<file path="src/hw/rtl/fpd_pkg.sv">
// shared types and constants of the flight phase detector
`timescale 1ns / 1ps
`default_nettype none

package fpd_pkg;

    localparam int ALTITUDE_BITS = 24;
    localparam int ACCEL_BITS    = 16;
    localparam int TIME_BITS     = 32;

    localparam int RISE_BITS   = 17;
    localparam int EXCESS_BITS = 14;
    localparam int DROP_BITS   = 17;
    localparam int BAND_BITS   = 17;
    localparam int HOLD_BITS   = 20;

    localparam int ONE_G_MG  = 1000;
    localparam int LIM_BITS  = EXCESS_BITS + 1;
    localparam int LSQ_BITS  = 2 * LIM_BITS;
    localparam int SQ_BITS   = 2 * ACCEL_BITS;
    localparam int MAG_BITS  = SQ_BITS + 2;
    localparam int DIFF_BITS = ALTITUDE_BITS + 2;

    localparam int QUEUE_DEPTH = 4;
    localparam int PTR_BITS    = $clog2(QUEUE_DEPTH);
    localparam int CNT_BITS    = PTR_BITS + 1;
    localparam int OCC_BITS    = CNT_BITS + 1;

    localparam int ADDR_BITS = 5;
    localparam int DATA_BITS = 32;

    localparam logic [RISE_BITS-1:0]   RISE_RESET   = RISE_BITS'(1000);
    localparam logic [EXCESS_BITS-1:0] EXCESS_RESET = EXCESS_BITS'(500);
    localparam logic [DROP_BITS-1:0]   DROP_RESET   = DROP_BITS'(100);
    localparam logic [BAND_BITS-1:0]   BAND_RESET   = BAND_BITS'(200);
    localparam logic [HOLD_BITS-1:0]   HOLD_RESET   = HOLD_BITS'(3000);

    typedef enum logic [2:0] {
        REG_LAUNCH_RISE  = 3'd0,
        REG_ACCEL_EXCESS = 3'd1,
        REG_DESCENT_DROP = 3'd2,
        REG_STABLE_BAND  = 3'd3,
        REG_LANDING_HOLD = 3'd4
    } reg_index_t;

    typedef enum logic [1:0] {
        PH_PRE  = 2'd0,
        PH_ASC  = 2'd1,
        PH_DES  = 2'd2,
        PH_LAND = 2'd3
    } phase_t;

    typedef struct packed {
        logic [RISE_BITS-1:0]   launch_rise_cm;
        logic [EXCESS_BITS-1:0] accel_excess_mg;
        logic [DROP_BITS-1:0]   descent_drop_cm;
        logic [BAND_BITS-1:0]   stable_band_cm;
        logic [HOLD_BITS-1:0]   landing_hold_ms;
    } cfg_t;

    typedef struct packed {
        logic signed [ALTITUDE_BITS-1:0] altitude_cm;
        logic signed [ACCEL_BITS-1:0]    accel_x_mg;
        logic signed [ACCEL_BITS-1:0]    accel_y_mg;
        logic signed [ACCEL_BITS-1:0]    accel_z_mg;
        logic [TIME_BITS-1:0]            time_ms;
    } sample_t;

    typedef struct packed {
        logic [1:0] flight_state;
        logic       state_changed;
        logic       landing_event;
    } result_t;

    typedef struct packed {
        logic signed [ALTITUDE_BITS-1:0] altitude_cm;
        logic [TIME_BITS-1:0]            time_ms;
        logic                            accel_launch;
    } queue_word_t;

    typedef struct packed {
        logic                valid;
        logic [CNT_BITS-1:0] count;
    } queue_status_t;

endpackage

`default_nettype wire

</file>
<file path="src/hw/rtl/fpd_front.sv">
// front end: takes samples and classifies acceleration magnitude against the launch limit
`timescale 1ns / 1ps
`default_nettype none

module fpd_front
(
    input  wire logic                  clk,
    input  wire logic                  rst_n,
    input  wire fpd_pkg::cfg_t         cfg,
    input  wire logic                  sample_valid,
    output logic                       sample_stall,
    input  wire fpd_pkg::sample_t      sample,
    input  wire fpd_pkg::queue_status_t qstat,
    output logic                       push,
    output fpd_pkg::queue_word_t       push_word
);
    import fpd_pkg::*;

    logic                          accept;
    logic                          s1_valid_reg;
    logic signed [ALTITUDE_BITS-1:0] s1_alt_reg;
    logic [TIME_BITS-1:0]          s1_time_reg;
    logic [SQ_BITS-1:0]            sq_x_reg;
    logic [SQ_BITS-1:0]            sq_y_reg;
    logic [SQ_BITS-1:0]            sq_z_reg;
    logic [LSQ_BITS-1:0]           lim_sq_reg;
    logic                          s2_valid_reg;
    queue_word_t                   s2_word_reg;
    logic signed [SQ_BITS-1:0]     prod_x;
    logic signed [SQ_BITS-1:0]     prod_y;
    logic signed [SQ_BITS-1:0]     prod_z;
    logic [LIM_BITS-1:0]           lim;
    logic [MAG_BITS-1:0]           mag_sq;
    logic [OCC_BITS-1:0]           occupancy;

    // words in flight plus words queued must fit the queue
    assign occupancy = OCC_BITS'(qstat.count) + OCC_BITS'(s1_valid_reg)
                     + OCC_BITS'(s2_valid_reg);
    assign sample_stall = (occupancy >= OCC_BITS'(QUEUE_DEPTH));
    assign accept = sample_valid && !sample_stall;

    assign prod_x = sample.accel_x_mg * sample.accel_x_mg;
    assign prod_y = sample.accel_y_mg * sample.accel_y_mg;
    assign prod_z = sample.accel_z_mg * sample.accel_z_mg;
    assign lim    = LIM_BITS'(ONE_G_MG) + LIM_BITS'(cfg.accel_excess_mg);
    assign mag_sq = MAG_BITS'(sq_x_reg) + MAG_BITS'(sq_y_reg) + MAG_BITS'(sq_z_reg);

    always_ff @(posedge clk or negedge rst_n)
    begin
        if (!rst_n)
        begin
            s1_valid_reg <= 1'b0;
            s2_valid_reg <= 1'b0;
        end
        else
        begin
            s1_valid_reg <= accept;
            s2_valid_reg <= s1_valid_reg;
        end
    end

    always_ff @(posedge clk)
    begin
        s1_alt_reg  <= sample.altitude_cm;
        s1_time_reg <= sample.time_ms;
        sq_x_reg    <= SQ_BITS'(unsigned'(prod_x));
        sq_y_reg    <= SQ_BITS'(unsigned'(prod_y));
        sq_z_reg    <= SQ_BITS'(unsigned'(prod_z));
        lim_sq_reg  <= lim * lim;
        s2_word_reg.altitude_cm  <= s1_alt_reg;
        s2_word_reg.time_ms      <= s1_time_reg;
        s2_word_reg.accel_launch <= (mag_sq > MAG_BITS'(lim_sq_reg));
    end

    assign push      = s2_valid_reg;
    assign push_word = s2_word_reg;

endmodule

`default_nettype wire

</file>
<file path="src/hw/rtl/fpd_queue.sv">
// short queue between the front end and the phase tracker
`timescale 1ns / 1ps
`default_nettype none

module fpd_queue
(
    input  wire logic                   clk,
    input  wire logic                   rst_n,
    input  wire logic                   push,
    input  wire fpd_pkg::queue_word_t   push_word,
    input  wire logic                   pop,
    output fpd_pkg::queue_word_t        head_word,
    output fpd_pkg::queue_status_t      qstat
);
    import fpd_pkg::*;

    queue_word_t         mem_reg [QUEUE_DEPTH];
    logic [PTR_BITS-1:0] wr_ptr_reg;
    logic [PTR_BITS-1:0] rd_ptr_reg;
    logic [CNT_BITS-1:0] count_reg;
    logic [CNT_BITS-1:0] count_next;
    logic                do_pop;

    assign do_pop = pop && (count_reg != '0);

    always_comb
    begin
        count_next = count_reg;
        if (push && !do_pop)
        begin
            count_next = count_reg + CNT_BITS'(1);
        end
        else if (!push && do_pop)
        begin
            count_next = count_reg - CNT_BITS'(1);
        end
    end

    always_ff @(posedge clk or negedge rst_n)
    begin
        if (!rst_n)
        begin
            wr_ptr_reg <= '0;
            rd_ptr_reg <= '0;
            count_reg  <= '0;
        end
        else
        begin
            count_reg <= count_next;
            if (push)
            begin
                wr_ptr_reg <= wr_ptr_reg + PTR_BITS'(1);
            end
            if (do_pop)
            begin
                rd_ptr_reg <= rd_ptr_reg + PTR_BITS'(1);
            end
        end
    end

    always_ff @(posedge clk)
    begin
        if (push)
        begin
            mem_reg[wr_ptr_reg] <= push_word;
        end
    end

    assign head_word   = mem_reg[rd_ptr_reg];
    assign qstat.valid = (count_reg != '0);
    assign qstat.count = count_reg;

endmodule

`default_nettype wire

</file>
<file path="src/hw/rtl/fpd_back.sv">
// back end: flight phase state machine and result register
`timescale 1ns / 1ps
`default_nettype none

module fpd_back
(
    input  wire logic                   clk,
    input  wire logic                   rst_n,
    input  wire fpd_pkg::cfg_t          cfg,
    input  wire fpd_pkg::queue_word_t   head_word,
    input  wire fpd_pkg::queue_status_t qstat,
    output logic                        pop,
    output logic                        result_valid,
    input  wire logic                   result_stall,
    output fpd_pkg::result_t            result
);
    import fpd_pkg::*;

    phase_t                          phase_reg;
    phase_t                          phase_next;
    logic signed [ALTITUDE_BITS-1:0] ground_reg;
    logic signed [ALTITUDE_BITS-1:0] ground_next;
    logic                            ground_valid_reg;
    logic                            ground_valid_next;
    logic signed [ALTITUDE_BITS-1:0] prev_reg;
    logic signed [ALTITUDE_BITS-1:0] prev_next;
    logic                            prev_valid_reg;
    logic                            prev_valid_next;
    logic [TIME_BITS-1:0]            since_reg;
    logic [TIME_BITS-1:0]            since_next;
    logic                            running_reg;
    logic                            running_next;
    logic                            landing;
    logic                            out_valid_reg;
    result_t                         out_reg;
    result_t                         out_next;

    logic signed [DIFF_BITS-1:0] rise;
    logic signed [DIFF_BITS-1:0] drop;
    logic signed [DIFF_BITS-1:0] delta;
    logic signed [DIFF_BITS-1:0] delta_abs;
    logic [TIME_BITS-1:0]        held;
    logic                        launch_alt;
    logic                        descend;
    logic                        stable;
    logic                        hold_done;

    assign pop = qstat.valid && (!out_valid_reg || !result_stall);

    assign rise  = DIFF_BITS'(head_word.altitude_cm) - DIFF_BITS'(ground_reg);
    assign drop  = DIFF_BITS'(prev_reg) - DIFF_BITS'(head_word.altitude_cm);
    assign delta = DIFF_BITS'(head_word.altitude_cm) - DIFF_BITS'(prev_reg);
    assign delta_abs = delta[DIFF_BITS-1] ? -delta : delta;
    assign held  = head_word.time_ms - since_reg;

    assign launch_alt = rise > signed'(DIFF_BITS'(cfg.launch_rise_cm));
    assign descend    = drop > signed'(DIFF_BITS'(cfg.descent_drop_cm));
    assign stable     = delta_abs < signed'(DIFF_BITS'(cfg.stable_band_cm));
    assign hold_done  = held >= TIME_BITS'(cfg.landing_hold_ms);

    always_comb
    begin
        phase_next        = phase_reg;
        ground_next       = ground_reg;
        ground_valid_next = ground_valid_reg;
        prev_next         = prev_reg;
        prev_valid_next   = prev_valid_reg;
        since_next        = since_reg;
        running_next      = running_reg;
        landing           = 1'b0;
        case (phase_reg)
            PH_PRE:
            begin
                if (!ground_valid_reg)
                begin
                    ground_next       = head_word.altitude_cm;
                    ground_valid_next = 1'b1;
                end
                else if (launch_alt || head_word.accel_launch)
                begin
                    phase_next = PH_ASC;
                end
            end
            PH_ASC:
            begin
                if (prev_valid_reg && descend)
                begin
                    phase_next = PH_DES;
                end
                prev_next       = head_word.altitude_cm;
                prev_valid_next = 1'b1;
            end
            PH_DES:
            begin
                prev_next       = head_word.altitude_cm;
                prev_valid_next = 1'b1;
                if (prev_valid_reg)
                begin
                    if (stable)
                    begin
                        if (!running_reg)
                        begin
                            running_next = 1'b1;
                            since_next   = head_word.time_ms;
                        end
                        else if (hold_done)
                        begin
                            phase_next = PH_LAND;
                            landing    = 1'b1;
                        end
                    end
                    else
                    begin
                        running_next = 1'b0;
                    end
                end
            end
            default:
            begin
                phase_next = phase_reg;
            end
        endcase
    end

    always_comb
    begin
        out_next.flight_state  = phase_next;
        out_next.state_changed = (phase_next != phase_reg);
        out_next.landing_event = landing;
    end

    always_ff @(posedge clk or negedge rst_n)
    begin
        if (!rst_n)
        begin
            phase_reg        <= PH_PRE;
            ground_reg       <= '0;
            ground_valid_reg <= 1'b0;
            prev_reg         <= '0;
            prev_valid_reg   <= 1'b0;
            since_reg        <= '0;
            running_reg      <= 1'b0;
            out_valid_reg    <= 1'b0;
        end
        else
        begin
            if (pop)
            begin
                phase_reg        <= phase_next;
                ground_reg       <= ground_next;
                ground_valid_reg <= ground_valid_next;
                prev_reg         <= prev_next;
                prev_valid_reg   <= prev_valid_next;
                since_reg        <= since_next;
                running_reg      <= running_next;
                out_valid_reg    <= 1'b1;
            end
            else if (!result_stall)
            begin
                out_valid_reg <= 1'b0;
            end
        end
    end

    always_ff @(posedge clk)
    begin
        if (pop)
        begin
            out_reg <= out_next;
        end
    end

    assign result_valid = out_valid_reg;
    assign result       = out_reg;

endmodule

`default_nettype wire

</file>
<file path="src/hw/rtl/flight_phase_detector_top.sv">
// top level of the flight phase detector: register port, front end, queue, back end
//
// channel   direction  handshake                     word
// sample    in         sample_valid / sample_stall   fpd_pkg::sample_t
// result    out        result_valid / result_stall   fpd_pkg::result_t
// config    in         psel / penable / pready       32 bit apb registers
//
// one sample per cycle sustained while sample_stall is low; a taken sample passes
// the squares register (written on the taking edge), then the magnitude compare
// stage, the queue write and the phase register. the 4-word queue absorbs result
// stalls: sample_stall rises once queued plus in-flight words reach its depth.
// reset returns the phase to prelaunch and the registers to their defaults at once.
`timescale 1ns / 1ps
`default_nettype none

module flight_phase_detector_top
(
    input  wire logic                            clk,
    input  wire logic                            rst_n,
    input  wire logic                            psel,
    input  wire logic                            penable,
    input  wire logic                            pwrite,
    input  wire logic [fpd_pkg::ADDR_BITS-1:0]   paddr,
    input  wire logic [fpd_pkg::DATA_BITS-1:0]   pwdata,
    output logic [fpd_pkg::DATA_BITS-1:0]        prdata,
    output logic                                 pready,
    input  wire logic                            sample_valid,
    output logic                                 sample_stall,
    input  wire fpd_pkg::sample_t                sample,
    output logic                                 result_valid,
    input  wire logic                            result_stall,
    output fpd_pkg::result_t                     result
);
    import fpd_pkg::*;

    cfg_t          cfg_reg;
    reg_index_t    reg_sel;
    logic          wr_en;
    logic          push;
    logic          pop;
    queue_word_t   push_word;
    queue_word_t   head_word;
    queue_status_t qstat;

    assign pready  = 1'b1;
    assign reg_sel = reg_index_t'(paddr[ADDR_BITS-1:2]);
    assign wr_en   = psel && penable && pwrite && pready;

    always_ff @(posedge clk or negedge rst_n)
    begin
        if (!rst_n)
        begin
            cfg_reg.launch_rise_cm  <= RISE_RESET;
            cfg_reg.accel_excess_mg <= EXCESS_RESET;
            cfg_reg.descent_drop_cm <= DROP_RESET;
            cfg_reg.stable_band_cm  <= BAND_RESET;
            cfg_reg.landing_hold_ms <= HOLD_RESET;
        end
        else if (wr_en)
        begin
            case (reg_sel)
                REG_LAUNCH_RISE:  cfg_reg.launch_rise_cm  <= pwdata[RISE_BITS-1:0];
                REG_ACCEL_EXCESS: cfg_reg.accel_excess_mg <= pwdata[EXCESS_BITS-1:0];
                REG_DESCENT_DROP: cfg_reg.descent_drop_cm <= pwdata[DROP_BITS-1:0];
                REG_STABLE_BAND:  cfg_reg.stable_band_cm  <= pwdata[BAND_BITS-1:0];
                REG_LANDING_HOLD: cfg_reg.landing_hold_ms <= pwdata[HOLD_BITS-1:0];
                default:          cfg_reg <= cfg_reg;
            endcase
        end
    end

    always_comb
    begin
        case (reg_sel)
            REG_LAUNCH_RISE:  prdata = DATA_BITS'(cfg_reg.launch_rise_cm);
            REG_ACCEL_EXCESS: prdata = DATA_BITS'(cfg_reg.accel_excess_mg);
            REG_DESCENT_DROP: prdata = DATA_BITS'(cfg_reg.descent_drop_cm);
            REG_STABLE_BAND:  prdata = DATA_BITS'(cfg_reg.stable_band_cm);
            REG_LANDING_HOLD: prdata = DATA_BITS'(cfg_reg.landing_hold_ms);
            default:          prdata = '0;
        endcase
    end

    fpd_front u_front
    (
        .clk          (clk),
        .rst_n        (rst_n),
        .cfg          (cfg_reg),
        .sample_valid (sample_valid),
        .sample_stall (sample_stall),
        .sample       (sample),
        .qstat        (qstat),
        .push         (push),
        .push_word    (push_word)
    );

    fpd_queue u_queue
    (
        .clk       (clk),
        .rst_n     (rst_n),
        .push      (push),
        .push_word (push_word),
        .pop       (pop),
        .head_word (head_word),
        .qstat     (qstat)
    );

    fpd_back u_back
    (
        .clk          (clk),
        .rst_n        (rst_n),
        .cfg          (cfg_reg),
        .head_word    (head_word),
        .qstat        (qstat),
        .pop          (pop),
        .result_valid (result_valid),
        .result_stall (result_stall),
        .result       (result)
    );

endmodule

`default_nettype wire

</file>
<file path="config.mk">
export PLATFORM = sky130hd
export DESIGN_NAME = flight_phase_detector_top
export DESIGN_NICKNAME = d
export VERILOG_FILES = /design/src/hw/rtl/fpd_pkg.sv /design/src/hw/rtl/fpd_front.sv /design/src/hw/rtl/fpd_queue.sv /design/src/hw/rtl/fpd_back.sv /design/src/hw/rtl/flight_phase_detector_top.sv
export SDC_FILE = /design/constraint.sdc
export NUM_CORES = 2
export LEC_CHECK = 0
export BUFFER_PORTS_ARGS = -buffer_cell sky130_fd_sc_hd__buf_2
export CAP_MARGIN = 20
export CORE_MARGIN = 3
export CORE_UTILIZATION = 65
export DETAILED_ROUTE_END_ITERATION = 7
export PLACE_DENSITY = 0.89
export SKIP_LAST_GASP = 1
export SLEW_MARGIN = 20
export SYNTH_ARGS = -nofsm -noshare
export SYNTH_HDL_FRONTEND = slang
export SYNTH_SLANG_ARGS = --single-unit
</file>
<file path="constraint.sdc">
create_clock -name clk -period 9.5 [get_ports clk]
set_input_delay 2.375 -clock clk [delete_from_list [all_inputs] [get_ports clk]]
set_output_delay 2.375 -clock clk [all_outputs]
set_load 0.05 [all_outputs]
</file>
# ---- After elaboration in Yosys (flattened, before gate mapping)
# Memories as Yosys holds them, arrays and structs flattened.
# Cells that the tools add are included.
dict set report classes {
  magnitude_cmp 6
  mul 4
  n_reduce_logical 31
  n_addsub 14
  bitwise_logic 2
  mux 18
  eq_ne 8
}
# operator count
set ops {}
lappend ops {{case mux 20 bit (5 select lines)} 1}
lappend ops {{multiplier 16 x 16 -> 32 bit} 3}
lappend ops {{subtractor 24 x 24 -> 25 bit} 3}
lappend ops {{> comparator 26 x 18 -> 1 bit} 2}
lappend ops {{adder 34 x 32 -> 34 bit} 1}
lappend ops {{> comparator 34 x 30 -> 1 bit} 1}
lappend ops {{adder 32 x 32 -> 33 bit} 1}
lappend ops {{greater-or-equal comparator 32 x 20 -> 1 bit} 1}
lappend ops {{subtractor 32 bit} 1}
lappend ops {{multiplier 15 x 15 -> 30 bit} 1}
lappend ops {{less-than comparator 26 x 18 -> 1 bit} 1}
lappend ops {{2-to-1 mux 26 bit} 1}
lappend ops {{negator 26 bit} 1}
lappend ops {{adder 10 x 14 -> 15 bit, first input constant} 1}
lappend ops {{2-to-1 mux 2 bit} 7}
lappend ops {{AND reduction 2 bit} 7}
lappend ops {{logical AND 1 bit} 8}
lappend ops {{equality test 3 x 2 -> 1 bit, second input constant} 2}
lappend ops {{2-to-1 mux 1 bit} 6}
lappend ops {{2-to-1 mux 3 bit} 2}
lappend ops {{case mux 2 bit (3 select lines)} 1}
lappend ops {{AND reduction 3 bit} 2}
lappend ops {{zero test 1 bit} 5}
lappend ops {{AND reduction 5 bit} 1}
lappend ops {{20 further kinds} 23}
dict set report totals {
  mem_count 1
  ramBits 228
  ff_bits 423
  out_inout_bits 39
  elab_cells 114
}
# name words word_bits read_ports rd_ports_with_merged_regs wr line_no
set memory_table {}
lappend memory_table {u_queue.mem_reg 4 57 1 0 1 fpd_queue.sv:17} ;# queue_word_t mem_reg [QUEUE_DEPTH];

# ---- Logic depth before layout (Yosys ltp)
# An unclocked memory read counts as a cell.
dict set report depth {
  word_depth 9
  depth_mapped 32
  depth_no_buf 32
}

# ---- Hierarchy
# From an unflattened synthesis, not the netlist that was laid out.
dict set report unflattened {
  cells_unflattened 6303
  hier_area_um2 65013.6
}
# module cells_per_inst seq_area_each_um2 n_inst area_per_inst_um2
set by_module_without_submodules {}
lappend by_module_without_submodules {fpd_front 4139 4754.6 1 40224.8}
lappend by_module_without_submodules {fpd_back 1565 2272.2 1 12195.4}
lappend by_module_without_submodules {fpd_queue 331 7021.7 1 8623.3}
lappend by_module_without_submodules {flight_phase_detector_top 268 2158.3 1 3970.1}

# ---- Worst setup path after synthesis
# Ideal clock, no wire load.
dict set report synth_timing {
  kind {input to register}
  startpoint {input sample[49] (netlist bit)}
  endpoint {register u_front.sq_y_reg[31]}
  arrival_time_ns 8.518
  slack_ns 0.859
  stages 23
  setup_time_ns 0.123
  n_path_buf 2
  cell_sequence {clkbuf_1 > clkbuf_1 > nand2_1 > fa_1 > fa_1 > inv_1 > fa_1 > fa_1 > inv_1 > fa_1 > inv_1 > fa_1 > ha_1 > nor2_1 > or4b_2 > and3_1 > a31o_2 > o21ai_0 > a31o_2 > o21ai_0 > o41ai_1 > o2111ai_1 > xnor2_1}
}
dict set report synth_via {
  elab_chain_len 1
}
# item line_no
set synth_lines {}
lappend synth_lines {{start, declared} flight_phase_detector_top.sv:29} ;# input wire fpd_pkg::sample_t sample,
lappend synth_lines {{multiplier 16 x 16 -> 32 bit} fpd_front.sv:43} ;# assign prod_y = sample.accel_y_mg * sample.accel_y_mg;
lappend synth_lines {{named net u_front.prod_y[31]} fpd_front.sv:30} ;# logic signed [SQ_BITS-1:0] prod_y;
lappend synth_lines {{end signal, assigned} fpd_front.sv:67} ;# sq_y_reg <= SQ_BITS'(unsigned'(prod_y));
lappend synth_lines {{end, declared} fpd_front.sv:24} ;# logic [SQ_BITS-1:0] sq_y_reg;
# The timed path passes the listed nets, and every way through them passes these cells.
# A chain may end at the register's enable or synchronous reset.

==> key figures <==
Detailed routing
  – First-pass DRT Iterations: 8
  – Routed length on met3: 14100 um
  – Drt via density: 6.01
  – DRC Markers: 13
  – Routed len/inst: 20.1 um
  – Top Layer Used: met5
  – Number of DRC markers in iteration 0: 4669
  – Vias: 47100
  – Final WL: 157000 um
  – M1 WL: 58700 um
  – Met2 WL: 76800 um
  – Post-route ant nets: 0

Place
  – Placer Congestion: 0.942
  – Buffers on Ports: 159
  – Hpwl dp: 120000 um

CTS
  – Clock sink count: 647
  – Clk_lat worst skew: 630 ps
  – Clock buffer depth: 3
  – Worst-path clk slew: 70 ps
  – Post-CTS setup buffers: 0
  – Num CTS Buffers: 67
  – CTS tree: built
  – CTS resizes: 0
  – CTS HTree Levels: 3
  – CTS Hold Bufs: 0
  – Root Buffer Master: clkbuf_16

Worst setup path
  – Kind of critical path: reg2reg
  – R2R Path End: u_back.result[2]
  – Required time of the critical path: 9860 ps
  – Critical Path Sink Type: register
  – Arr. time, crit path: 9090 ps
  – Crit. Startpoint: u_queue.rd_ptr_reg[0]
  – Max FO, Critical Path: 21
  – Reg-to-reg startpoint: u_queue.rd_ptr_reg[0]
  – Reg2Reg Depth: 27
  – CP startpoint kind: register
  – Register-to-register setup slack: 760 ps

Global route
  – Total grt overflow: 0
  – Pin count of the biggest net entering global routing: 64
  – First-pass GRT wire length: 255000 um
  – Antenna violations before repair: 12
  – Vias in the first global route: 50400
  – Total GRT Usage: 0.310

Yosys
  – Seq/Total Area, Yosys: 0.251
  – Top FF cell, synth: dfxtp_1
  – FFs w/ async S/R, synth: 0.278
  – Post-synth EDFFs: 232
  – Area leader, netlist: fa_1
  – Top post-synthesis cells by area: fa_1 27%, ha_1 12%, edfxtp_1 11%
  – Yosys Warn Count: 0
  – Syn avg cell area: 10.1 um2
  – Synth Register Bits: 647
  – Cells after Synth: 6384
  – Post-synth cell types: 96
  – Post-synthesis cell area: 64500 um2
  – Yosys top cell area share: 0.268

Finish
  – Synthesis-to-finish area growth: 6.78%
  – Layout cells sized above 1: 0.0767
  – Fillers: 6466
  – Register area: 16200 um2
  – Final Net Count: 8134
  – Multi-input gate area: 42600 um2
  – Max reg flops: 228

Floorplan
  – Starting density of the core: 0.661
  – DIE AREA: 103000 um2
  – Die width: 321 um
  – Core area: 97600 um2
  – I/O Pins: 187
  – Die Ht: 321 um
  – Row cnt: 114

STA
  – Final Setup Violations: 0
  – Slew Viols, Final: 0
  – Sum of negative setup slack: 0 ps
  – Period minus WS final: 8740 ps
  – Slew @ Worst Pin: 1060 ps
  – Final Cycle Share: 0.920
  – Max_slew headroom: 0.287
  – Achievable clock frequency: 0.114 GHz
  – Worst Skew: 24.3 ps
  – Final Hold Viols: 0
  – RSZ-0062 raised after global routing: false

Hold path
  – Hold path depth: 0
  – HP Class: reg2reg
  – Hold wc startpoint: u_front.s1_time_reg[7]
  – Sink of the worst hold path: u_front.push_word[8]

Run
  – MaxCap Viol Count: 0

Run status
  – Failing checks: design-rule violations
  – Status: finished with violations
[synth_stat cells (all sizes together), types with 61 or more instances]
master and count:
a21o 118, edfxtp 232, and2 178, nor2 299, inv 1348, clkbuf 134, nor3 72, o21ai 241
ha 619, nand3 61, a21oi 246, fa 863, dfxtp 235, nand2 472, nand2b 71, xor2 81
xnor2 205, dfrtp 155
[worst max-delay path by stage]
stage / to / slack [ps]
after floorplan: u_front.sq_y_reg[31] / 860
after global placement: u_front.sq_y_reg[31] / 430
after detailed placement: u_front.sq_y_reg[31] / 290
after CTS: u_front.sq_z_reg[30] / 930
after global routing: u_front.sq_z_reg[30] / 480
final: u_back.result[2] / 760
[critical path: stages (launching register included)]
cell       delay [ps]
dfrtp_4           710
buf_4             440
mux4_2            610
inv_1              80
ha_1              170
inv_1              80
fa_1              440
a21oi_1           270
o211ai_1          150
a21oi_1           460
a21oi_1           190
and2_1            210
o21ai_0           190
nand2b_1          160
a21o_1            240
a21oi_1           180
xnor2_1           160
ha_1              300
a21oi_1           170
nor2b_1            90
or4_1             520
a2111oi_0         630
o2111a_1          290
o2111ai_1         140
a2111oi_0         780
nand4_1           350
nand4_1           280
o211ai_1          150
[stage by stage]
stage	cell area (um2)	instances	hold slack, ps	setup WS [ps]	utilization
CTS	68800	7833	324	930	0.705
detailed placement	66600	7711	312	294	0.683
finish	68900	7840	326	762	0.706
global route	68800	7837	327	482	0.706
global placement	66600	7711	310	430	0.683
floorplan	64500	6398	310	859	-
[cell usage in the layout (no fill, tap or decap), types with 28 or more instances in the layout]
master / count
and2_1: 174
a21o_1: 118
mux4_2: 57
mux2_4: 30
nor2b_1: 59
o21bai_1: 28
buf_2: 158
xor2_1: 81
inv_1: 1348
edfxtp_1: 232
xnor2_1: 204
clkbuf_16: 67
a21oi_1: 243
o211ai_1: 30
nor2_1: 297
nand4_1: 38
ha_1: 619
nand3_1: 60
and3_1: 33
fa_1: 863
o21a_1: 45
nand2_1: 472
a211oi_1: 28
buf_4: 47
dfxtp_1: 235
nor3_1: 70
nand2b_1: 71
dfrtp_1: 153
o21ai_0: 240
[cell families after synthesis]
logic type,after synthesis,synth area share
buffers and inverters,1523,0.0901
adders and majority gates,1482,0.388
and+or+nand+nor,1382,0.104
AOI/OAI and AO/OA,931,0.0934
DFF,647,0.251
xor gates and xnor gates,286,0.0390
muxes,131,0.0342
other,2,0.000116
[layout make-up]
class                   instances  area share
diodes                          7    0.000254
multi-input cells            4228       0.618
flip-flops and latches        647       0.235
repair buffers                206      0.0168
clock inverters                28     0.00540
inverters                    1354      0.0738
well taps                    1276      0.0232
clock buffers                  94      0.0270
[layer usage]
metal / vias up / GRT usage
li1: 20800 / -
met1: 23300 / 0.398
met2: 2377 / 0.520
met3: 666 / 0.0556
met4: 10 / 0.134
met5: - / 0
Power is not shown: default switching activity piles up to over one toggle a cycle in this logic, so the estimate is an artifact.
